## src/rtl/rvu_pkg.sv

```systemverilog
`timescale 1ns / 1ps
// ----------------------------------------------------------------------------
// rvu_pkg
// Shared widths and constants of the refraction vector unit.
// ----------------------------------------------------------------------------
package rvu_pkg;

  localparam int NORM_W  = 16;   // normal component, Q2.14
  localparam int ETA_W   = 16;   // index ratio, Q4.12
  localparam int OUT_W   = 18;   // result component, Q3.15
  localparam int SH_W    = 5;    // normalization shift amount
  localparam int SHIFT_W = 32;   // normalized magnitude
  localparam int U_FRAC  = 30;   // fraction bits of the unit vector
  localparam int SQ_W    = 64;   // square-root radicand
  localparam int ROOT_W  = SQ_W / 2;
  localparam int NUM_W   = 63;   // dividend of the normalize divide
  localparam int QUO_W   = 31;   // quotient, at most 2^30

  localparam int OUT_MAX = 131071;
  localparam int OUT_MIN = -131072;

endpackage

```

## src/rtl/rvu_isqrt.sv

```systemverilog
`timescale 1ns / 1ps
// ----------------------------------------------------------------------------
// rvu_isqrt
// Pipelined integer square root, floor(sqrt(x)), one root bit per stage.
// ----------------------------------------------------------------------------
module rvu_isqrt #(
  parameter int IN_W = rvu_pkg::SQ_W
) (
  input  logic              clk,
  input  logic              en,
  input  logic [IN_W-1:0]   x,
  output logic [IN_W/2-1:0] root
);

  localparam int RW = IN_W / 2;

  logic [IN_W-1:0] rem_p  [RW-1];
  logic [RW-1:0]   root_p [RW];

  for (genvar k = 0; k < RW; k++) begin : g_stage
    localparam int B = RW - 1 - k;
    logic [IN_W-1:0] rem_in;
    logic [IN_W-1:0] trial;
    logic [RW-1:0]   root_in;
    logic            take;

    if (k == 0) begin : g_first
      assign rem_in  = x;
      assign root_in = '0;
    end else begin : g_next
      assign rem_in  = rem_p[k-1];
      assign root_in = root_p[k-1];
    end

    assign trial = (IN_W'(root_in) << (B + 1)) | (IN_W'(1) << (2 * B));
    assign take  = rem_in >= trial;

    always_ff @(posedge clk) begin
      if (en) begin
        root_p[k] <= take ? (root_in | (RW'(1) << B)) : root_in;
      end
    end

    if (k < RW - 1) begin : g_rem
      always_ff @(posedge clk) begin
        if (en) begin
          rem_p[k] <= take ? (rem_in - trial) : rem_in;
        end
      end
    end
  end

  assign root = root_p[RW-1];

endmodule

```

## config.mk

```make
export PLATFORM = sky130hd
export DESIGN_NAME = rvu_isqrt
export DESIGN_NICKNAME = d
export VERILOG_FILES = /design/src/rtl/rvu_pkg.sv /design/src/rtl/rvu_isqrt.sv
export SDC_FILE = /design/constraint.sdc
export NUM_CORES = 2
export LEC_CHECK = 0
export ABC_CLOCK_PERIOD_IN_PS = 4230
export BUFFER_PORTS_ARGS = -buffer_cell sky130_fd_sc_hd__buf_2
export CORE_AREA = 2 2 609 611
export CTS_CLUSTER_DIAMETER = 80
export DETAILED_ROUTE_END_ITERATION = 7
export DIE_AREA = 0 0 611 613
export SKIP_LAST_GASP = 1
export SLEW_MARGIN = 20
export SYNTH_ARGS = -nofsm -noshare
export SYNTH_HDL_FRONTEND = slang
export SYNTH_SLANG_ARGS = --single-unit
```

## constraint.sdc

```tcl
create_clock -name clk -period 4.23 [get_ports clk]
set_input_delay 0.846 -clock clk [delete_from_list [all_inputs] [get_ports clk]]
set_output_delay 0.846 -clock clk [all_outputs]
set_load 0.02 [all_outputs]
```

==> results by group <==
CTS
  • CTS resizes: 0
  • Clock Latency Late Sink: 0.87 ns
  • CTS tree: yes
  • H-tree Lvls: 5
  • Num CTS Buffers: 275
  • CTS clk-pin slew, worst paths: ~0.060 ns
  • CTS Hold Bufs: 0
  • Root Driver: clkbuf_16
  • Post-CTS Setup Bufs: 0
  • Worst-case clock buffer depth: 4
  • Clk sink count: around 2.5k

Global route
  • Initial antenna violation count: 2
  • Global route overflow: 0
  • Vias in the first global route: between 70k and 80k
  • Largest net degree at the start of global routing: 106
  • First-pass GRT wire length: roughly 440000 µm
  • Total GRT Usage: around 15%

Critical path
  • Crit path launch: rem_p[3][331]
  • WP data arrival: roughly 4.7 ns
  • R2r startpoint: rem_p[3][331]
  • Critical Path RT: 4.79 ns
  • Worst r2r dst: rem_p[3][444]
  • Setup CP Type: reg2reg
  • Worst setup endpoint: rem_p[3][444]
  • Critical Path Start Type: flop
  • FF-to-FF path depth: 10
  • Reg2Reg Setup Slack: 0.11 ns
  • CP max FO: 4
  • Worst Setup End Kind: flop

Finish
  • Multi-input logic area: 42200 µm²
  • Fillers: around 35k
  • Share of layout cells above drive strength 1: roughly 8.6%
  • Seq. cell area: 75400 µm²
  • Non-Filler Instances: between 15k and 20k
  • Final core utilization: 37.5%
  • Nets@finish: between 10k and 15k
  • Final design area excluding fillers: between 100000 and 150000 µm²
  • Area grow syn2layout: 13.9%

Synthesis
  • Post-synthesis sequential area ratio: between 60 and 70%
  • Synth cell types: 91
  • Synth Cell Area: 121000 µm²
  • Synthesized flop and latch total: around 2.5k
  • Synth Warn #: 0
  • Post-Synthesis Net Count: a little over 10k
  • Largest cells by area after synthesis: edfxtp_1 (62%), ha_1 (5.8%), xnor2_1 (3.3%)
  • Most frequent cells after synthesis: edfxtp_1 (2512), inv_1 (714), nor2_1 (656)
  • Mean post-synth cell area: between 10 and 15 µm²
  • Synth async-reset ratio: 0%
  • Post-Synthesis Cells: about 9.6k
  • Post-synth top area cell: edfxtp_1
  • Area share of the largest cell type after synthesis: about 62%
  • Dominant cell by count in the synthesized netlist: edfxtp_1
  • Post-synth EDFFs: 2512
  • Main synth FF type: edfxtp_1

STA
  • Final period util: around 97%
  • Count of pins over their slew limit: 0
  • Hold violation count in the final report: 0
  • Final setup vio count: 0
  • Worst-Margin Slew: ~1.1 ns
  • Clk_skew: 0.0968 ns
  • Peak Freq: ~240 MHz
  • Unrepaired setup endpoints after global routing: no
  • Worst hold margin: between 0.15 and 0.2 ns
  • Rel. slew slack: between 20% and 30%
  • Post-route minimum period: 4.12 ns
  • Setup TNS: 0 ns

Placed design
  • Cell total after placement: approximately 15k
  • Hpwl dp: between 200000 and 250000 µm
  • Input/output buffers: between 90 and 100
  • Post-Place Cell Area: approximately 130000 µm²
  • Final GP Congestion: 0.881

Status
  • Outcome: finished, final reports clean

Power and ir drop
  • P_int: just over 50000 µW
  • Power per Cell Area: 531 nW/µm²
  • Switching pwr: between 20000 and 25000 µW
  • Sequential share of power: 47.0%
  • Leak Pwr: about 0.051 µW
  • Worst vdd ir: roughly 0.39 mV
  • Switch share: between 20% and 30%
  • Comb pwr share: roughly a fifth
  • Clock power share: between 30% and 40%

Routing
  • Vias per cell: around 5
  • Avg WL per Cell: 18.9 µm
  • First-iteration detailed-routing DRC count: 5675
  • First-pass DRT Iterations: 6
  • Antenna Nets Post-Route: 0
  • # DRC: 0
  • Vias: 75.8k
  • Total wire length: between 200000 and 300000 µm

Job
  • Max-cap viol count: 0

Min path
  • HP Class: in2reg
  • Hold Path Origin: x[46]

Floorplan
  • CORE AREA: approximately 370000 µm²
  • Die area: about 370000 µm²
  • Row Count: around 220
  • Height of the die: around 600 µm
  • Die X: 611 µm
  • Initial core utilization: around a third
  • Num ports: 98
[cells by family (layout without fill, tap and decap cells)]
logic type | Yosys count | after routing | share of synthesized area [%]
mux | 83 | 83 | 0.766
compound gates | 1860 | 1860 | 9.65
simple gates | 2844 | 2844 | 12.2
other cells | 0 | 4 | 0
xor+xnor | 877 | 877 | 6.35
flops | 2512 | 2512 | 62.4
fa+ha+maj | 558 | 558 | 5.77
buf+inv | 903 | 1539 | 2.84
[placed cells by master (no fill, tap or decap), types with 107 or more instances in the layout]
master,instances
a21o_1,222
a21oi_1,631
buf_4,201
clkbuf_16,282
edfxtp_1,2512
ha_1,558
inv_1,714
nand2_1,570
nand3_1,150
nand4_1,175
nor2_1,654
nor3_1,254
nor4_1,355
o21a_1,107
o21ai_0,397
xnor2_1,457
xor2_1,420
[per-layer routing]
layer  share of wire (%)  up-vias  global-route usage (%)
li1                    -    37142                       -
met1                  42    36623                    18.0
met2                  51     1551                    27.4
met3                 3.8      477                    1.87
met4                 3.2        0                    4.67
met5                   0        -                       0
[worst max-delay path, stage by stage, from the launching register on]
cell,delay [ns]
edfxtp_1,0.40
ha_1,0.34
a21oi_1,0.23
o21ai_0,0.26
a221o_1,0.47
o31ai_1,0.39
nand2b_1,0.18
a31o_2,0.29
a311oi_1,0.50
or4b_2,0.64
xnor2_1,0.15
[final cells by class]
type                    count  share of cell area, %
multi-input cells        6222                   30.6
diodes                      4                0.00727
clock inverters           156                  0.998
clock buffers             328                   5.25
repair buffers            338                   2.04
flip-flops and latches   2512                   54.8
well taps                4837                   4.39
inverters                 717                   1.95
[stage by stage]
| step | power [µW] | worst slack, ns |
|---|---|---|
| 6_report | 73100 | 0.111 |
| 5_1_grt | 76700 | 0.00505 |
| 4_1_cts | 73700 | 0.110 |
| 3_5_place_dp | 50400 | 0.110 |
| 3_3_place_gp | 50300 | 0.0962 |
| 2_1_floorplan | 44700 | 0.714 |
[worst min-delay path by stage]
stage | cells after the start | slack, ns | endpoint
2_1_floorplan | 0 | 0.42 | rem_p[0][477]
3_3_place_gp | 0 | 0.42 | rem_p[2][334]
3_5_place_dp | 0 | 0.43 | rem_p[2][326]
4_1_cts | 1 | 0.08 | rem_p[0][46]
5_1_grt | 1 | 0.1 | rem_p[0][41]
6_report | 1 | 0.15 | rem_p[0][46]
[power groups by stage]
stage                     registers, µW  logic [µW]  clock network [µW]
after floorplan                   33500       11200                   0
after global placement            34900       15500                   0
after detailed placement          34900       15500                   0
after CTS                         34400       15600               23700
after global routing              34700       17300               24600
final                             34400       15600               23100
[flip-flops by register name (all words and copies together) (netlist names)]
register	count
rem_p	1984
root_p	528
Power figures use the tool's default switching activity.
