**src/rtl/rvu_delay.sv**
```systemverilog
`timescale 1ns / 1ps
// ----------------------------------------------------------------------------
// rvu_delay
// Enabled shift line that keeps side data aligned with the pipelined units.
// ----------------------------------------------------------------------------
module rvu_delay #(
  parameter int W = 8,
  parameter int N = 4
) (
  input  logic         clk,
  input  logic         en,
  input  logic [W-1:0] d,
  output logic [W-1:0] q
);

  logic [W-1:0] sr [N];

  always_ff @(posedge clk) begin
    if (en) begin
      sr[0] <= d;
      for (int k = 1; k < N; k++) begin
        sr[k] <= sr[k-1];
      end
    end
  end

  assign q = sr[N-1];

endmodule

```
**config.mk**
```make
export PLATFORM = sky130hd
export DESIGN_NAME = rvu_delay
export DESIGN_NICKNAME = d
export VERILOG_FILES = /design/src/rtl/rvu_delay.sv
export SDC_FILE = /design/constraint.sdc
export NUM_CORES = 1
export LEC_CHECK = 0
export BUFFER_PORTS_ARGS = -buffer_cell sky130_fd_sc_hd__buf_2
export CORE_AREA = 4 4 47 49
export DETAILED_ROUTE_END_ITERATION = 16
export DIE_AREA = 0 0 51 53
export GPL_TIMING_DRIVEN = 0
export PLACE_DENSITY = 0.78
export SLEW_MARGIN = 0
export SYNTH_ARGS = -nofsm -noshare
export SYNTH_HDL_FRONTEND = slang
export SYNTH_SLANG_ARGS = --single-unit
```
**constraint.sdc**
```tcl
create_clock -name clk -period 1.5 [get_ports clk]
set_input_delay 0.15 -clock clk [delete_from_list [all_inputs] [get_ports clk]]
set_output_delay 0.15 -clock clk [all_outputs]
set_load 0.05 [all_outputs]
```
==> impl_metrics.json, run 1 <==
{
  "antenna_found_initial": 0,
  "setup.worst_path.end_class": "output port",
  "synth_xor_xnor_area_share_pct": 0,
  "drive_above_1_share_pct": 33.8,
  "post_cts_buffers": 0,
  "relSlewSlack_pct": 55.2,
  "finClkSkew_ns": 0.00581,
  "synth_compound_area_share_pct": 0,
  "rsz0062_at_grt": "no",
  "hold_buffers": 6,
  "first_iter_violations": 10,
  "finalHoldViolCount": 0,
  "port_buffers": 17,
  "cts-htree-levels": 2,
  "grt_overflow": 0,
  "syn_avg_cell_area_um2": 30.0,
  "min_path_type": "primary input to flop",
  "r2r_end": "sr[3][6]",
  "layout.nets": 74,
  "synth.area.top_cells": "edfxtp_1 (100%)",
  "r2r_cells": 0,
  "worstSetupPathType": "flop to output port",
  "synth_nets": 42,
  "rows": 16,
  "synth.distinct_cells": 1,
  "yosysWarnings": 0,
  "cp.depth": 1,
  "p_per_area_nw_per_um2": 1310,
  "multi_input_area_um2": 0,
  "drtPass1Iterations": 3,
  "via_per_inst": 4.41,
  "synth_top_area_share_pct": 100,
  "largest_register": "sr",
  "via_count": 406,
  "fill_cells": 135,
  "synthCells": 32,
  "r2r_slack_ns": 0.86,
  "top_regs": "sr (32)",
  "setup_viol": 0,
  "async_flop_share_pct": 0,
  "drc_errors": 0,
  "status": "finished, final reports clean",
  "initial_core_util_pct": 51.6,
  "num_antenna_cells": 0,
  "synthTopCellsByCount": "edfxtp_1 (32)",
  "critPathMaxStageDelay_ns": 0.37,
  "crit_path_end": "q[4]",
  "cts_resized": 0,
  "synth_fa_ha_area_share_pct": 0,
  "worstMarginPinSlew_ns": 0.673,
  "synthFlopType": "edfxtp_1",
  "leakage_nw": 0.440,
  "critPathRequiredTime_ns": 1.35,
  "path_cells": "buf_2",
  "startpoint": "sr[3][4]",
  "area_growth_pct": 25.8,
  "clockRootBuffer": "clkbuf_4",
  "die_h_um": 53,
  "postRouteAntennaNets": 0,
  "die_w_um": 51,
  "worstPathArrival_ns": 0.90,
  "clk_latency_ns": 0.31,
  "yosys.area.top_type": "edfxtp_1",
  "final_util_pct": 64.9,
  "min-delay-start": "en",
  "clk_pin_slew_worst_paths_ns": 0.09,
  "cts_tree": "done",
  "synth_mux_area_share_pct": 0,
  "yosys_register_bits": 32,
  "tns_ns": 0,
  "drv_cap": 0,
  "grt_pass1_vias": 371,
  "syn_area_um2": 961,
  "gp_congestion": 0.592,
  "period_needed_ns": 1.05,
  "synth_edf_count": 32,
  "rr_startpoint": "sr[2][6]",
  "fmax_mhz": 948,
  "yosysSeqAreaShare_pct": 100,
  "multi_input_cells": 0,
  "crit_family": "flip-flops",
  "slew_viol_final": 0,
  "pin_count": 18,
  "startpoint_type": "flop",
  "wl_per_cell_um": 11.4,
  "synth-simple-area-share_pct": 0,
  "cts_num_sinks": 32,
  "cts_buffer_depth": 2,
  "track_usage_pct": 9.34,
  "fin_crit_sh_pct": 70.3,
  "synth_most_common_cell": "edfxtp_1",
  "largest_register_ffs": 32,
  "worstPathMaxFanout": 1,
  "slowest_stage": "edfxtp_1",
  "crit_buf_inv": 1,
  "grt_max_degree": 33,
  "drt-total-wl_mm": 1.05,
  "grt_pass1_wl_mm": 1.63,
  "numCtsBuffers": 5,
  "power.ir.vdd_worst_uv": 857,
  "fp.dieArea_um2": 2700,
  "fp.coreArea_um2": 1860
}
[layer usage]
metal  track usage [%]  wire (um)
met1              9.42        413
met4              5.38         27
met3              6.76        125
met5                 0          0
met2              13.9        483
[worst min-delay path by stage]
stage	to	cells past startpoint	slack, ns
2_1_floorplan	sr[0][0]	0	0.25
3_3_place_gp	sr[0][4]	1	0.33
3_5_place_dp	sr[0][0]	1	0.33
4_1_cts	sr[0][4]	1	0.003
5_1_grt	sr[3][5]	0	0.43
6_report	sr[0][7]	1	0.41
[kinds of logic after synthesis]
family / Yosys count
DFF: 32
[where the power goes]
part | leakage (nW) | switching (W) | internal (W) | total [W]
registers | 0.313 | 0.0000132 | 0.00105 | 0.00107
logic | 0.100 | 0.0000667 | 0.0000295 | 0.0000962
clock network | 0.0269 | 0.000242 | 0.000180 | 0.000422
total | 0.440 | 0.000322 | 0.00126 | 0.00158
[cell type report]
cell class | count | area [um^2] | area share, %
Tap cell | 27 | 33.8 | 2.80
Sequential cell | 32 | 961 | 79.5
Timing Repair Buffer | 25 | 165 | 13.7
Clock buffer | 7 | 45.0 | 3.73
Clock inverter | 1 | 3.75 | 0.311
[stage by stage]
stage                     hold slack [ns]  cell area [um^2]  setup WS (ns)  total power [W]  instances
final                               0.412              1210          0.446          0.00158         92
after global routing                0.431              1210          0.399          0.00166         92
after CTS                         0.00323              1190          0.421          0.00161         90
after detailed placement            0.328              1080          0.437          0.00117         76
after global placement              0.326              1080          0.479          0.00116         76
after floorplan                     0.249               961          0.749          0.00113         32
[cell usage in the layout (no fill, tap or decap)]
cell type / instances
clkbuf_1: 2
buf_2: 17
edfxtp_1: 32
dlygate4sd3_1: 8
clkbuf_4: 5
clkinv_1: 1
Note: power is estimated with default switching activity, not from simulation.
==> run 2: changes to the inputs <==
--- a/config.mk
+++ b/config.mk
@@ -5,12 +5,13 @@
 export SDC_FILE = /design/constraint.sdc
 export NUM_CORES = 1
 export LEC_CHECK = 0
+export ABC_AREA = 1
 export BUFFER_PORTS_ARGS = -buffer_cell sky130_fd_sc_hd__buf_2
-export CORE_AREA = 4 4 47 49
+export CORE_AREA = 4 4 51 53
 export DETAILED_ROUTE_END_ITERATION = 16
-export DIE_AREA = 0 0 51 53
+export DIE_AREA = 0 0 55 57
 export GPL_TIMING_DRIVEN = 0
-export PLACE_DENSITY = 0.78
+export PLACE_DENSITY = 0.7
 export SLEW_MARGIN = 0
 export SYNTH_ARGS = -nofsm -noshare
 export SYNTH_HDL_FRONTEND = slang
==> constraint.sdc (replaced) <==
create_clock -name clk -period 0.87 [get_ports clk]
set_input_delay 0.087 -clock clk [delete_from_list [all_inputs] [get_ports clk]]
set_output_delay 0.087 -clock clk [all_outputs]
set_load 0.05 [all_outputs]
==> impl_metrics.json, run 2 (synthesis gave the netlist of run 1 again) <==
{
  "top_regs": "sr (32)",
  "fp.dieArea_um2": 3140,
  "multi_input_cells": 0,
  "total_power_w": 0.00274,
  "critPathMaxStageDelay_ns": 0.38,
  "period_needed_ns": 0.933,
  "grt_overflow": 0,
  "place_ws_ns": -0.134,
  "grt_pass1_vias": 336,
  "cts_tree": "done",
  "area_growth_pct": 31.1,
  "num_antenna_cells": 0,
  "final_common_cell": "edfxtp_1",
  "leakage_nw": 0.457,
  "layout_common_cells": "edfxtp_1 (32), buf_2 (9), dlygate4sd3_1 (8), buf_6 (8), clkbuf_4 (5)",
  "crit_buf_inv": 1,
  "drv_cap": 0,
  "layout_setup_ws_ns": -0.0628,
  "initial_core_util_pct": 44.7,
  "setup_viol": 8,
  "setup.worst_path.end_class": "output port",
  "gp_congestion": 0.577,
  "fin_crit_sh_pct": 107,
  "pin_count": 18,
  "drt-total-wl_um": 903,
  "wl_per_cell_um": 9.71,
  "multi_input_area_um2": 0,
  "fmax_mhz": 1070,
  "status": "finished with violations",
  "min_path_type": "primary input to flop",
  "via_count": 376,
  "crit_family": "flip-flops",
  "layout.nets": 74,
  "worstPathMaxFanout": 1,
  "cts-htree-levels": 2,
  "numCtsBuffers": 5,
  "slowest_stage": "edfxtp_1",
  "largest_register": "sr",
  "finalHoldWorstSlack_ns": 0.348,
  "rsz0062_at_grt": "yes",
  "tns_ns": -0.477,
  "critPathRequiredTime_ns": 0.78,
  "via_per_inst": 4.04,
  "cts_num_sinks": 32,
  "finClkSkew_ns": 0.00326,
  "postRouteAntennaNets": 0,
  "violations": "setup timing",
  "p_per_area_nw_per_um2": 2180,
  "slew_viol_final": 0,
  "largest_register_ffs": 32,
  "path_cells": "buf_6",
  "drive_above_1_share_pct": 33.8,
  "die_h_um": 57,
  "rows": 17,
  "worstPathArrival_ns": 0.85,
  "cts_buffer_depth": 2,
  "finalHoldViolCount": 0,
  "track_usage_pct": 7.52,
  "grt_max_degree": 33,
  "die_w_um": 55,
  "antenna_found_initial": 0,
  "clk_latency_ns": 0.30,
  "power.ir.vdd_worst_uv": 1690,
  "startpoint_type": "flop",
  "port_buffers": 17,
  "clockRootBuffer": "clkbuf_4",
  "relSlewSlack_pct": 56.4,
  "clk_pin_slew_worst_paths_ns": 0.08,
  "worstMarginPinSlew_ns": 0.654,
  "drc_errors": 0,
  "post_cts_buffers": 0,
  "worstSetupPathType": "flop to output port",
  "first_iter_violations": 11,
  "drtPass1Iterations": 4,
  "fp.coreArea_um2": 2150,
  "grt_pass1_wl_mm": 1.50
}
run 2: cell counts in the layout (fill, tap and decap cells not counted):
No cell type changed its count.
run 2: stage by stage:
step / instances / instance area (um^2) / utilization [%]
after floorplan: 32 / 961 / -
after global placement: 77 / 1080 / 50.3
after detailed placement: 77 / 1080 / 50.3
after CTS: 93 / 1260 / 58.6
after global routing: 93 / 1260 / 58.6
final: 93 / 1260 / 58.6
run 2: layout make-up:
class                 instances  area, um^2
clock buffer                  7        45.0
sequential                   32         961
clock inverter                1        3.75
tap                          28        35.0
fill                        156         888
timing repair buffer         25         215
run 2: power breakdown:
part	total, W	internal (W)	switching, W	leakage [nW]
combinational	0.000189	0.0000755	0.000114	0.117
sequential	0.00184	0.00181	0.0000236	0.313
clock	0.000715	0.000310	0.000405	0.0269
run 2: repair_timing:
| action | in CTS | in global routing |
|---|---|---|
| gates resized for setup | 16 | 0 |
| hold buffers | 8 | 0 |
| endpoints found under the setup margin | 8 | 8 |
| hold endpoints to repair | 8 | 0 |
| pin swaps | 0 | 0 |
run 2: final timing paths:
check	from	to	slack [ns]	depth (start not counted)
worst max-delay path	sr[3][6]	q[6]	-0.06	1
worst min-delay path	en	sr[0][7]	0.35	1
worst max register to register	sr[1][4]	sr[2][4]	0.24	0
worst min register to register	sr[2][5]	sr[3][5]	0.42	0
run 2: layer usage:
metal,GRT usage [%],routed length [um],vias to the layer above
met2,8.61,409,20
met3,6.27,102,2
met1,9.14,383,161
met4,5.21,8,0
met5,0,0,-
li1,-,-,193
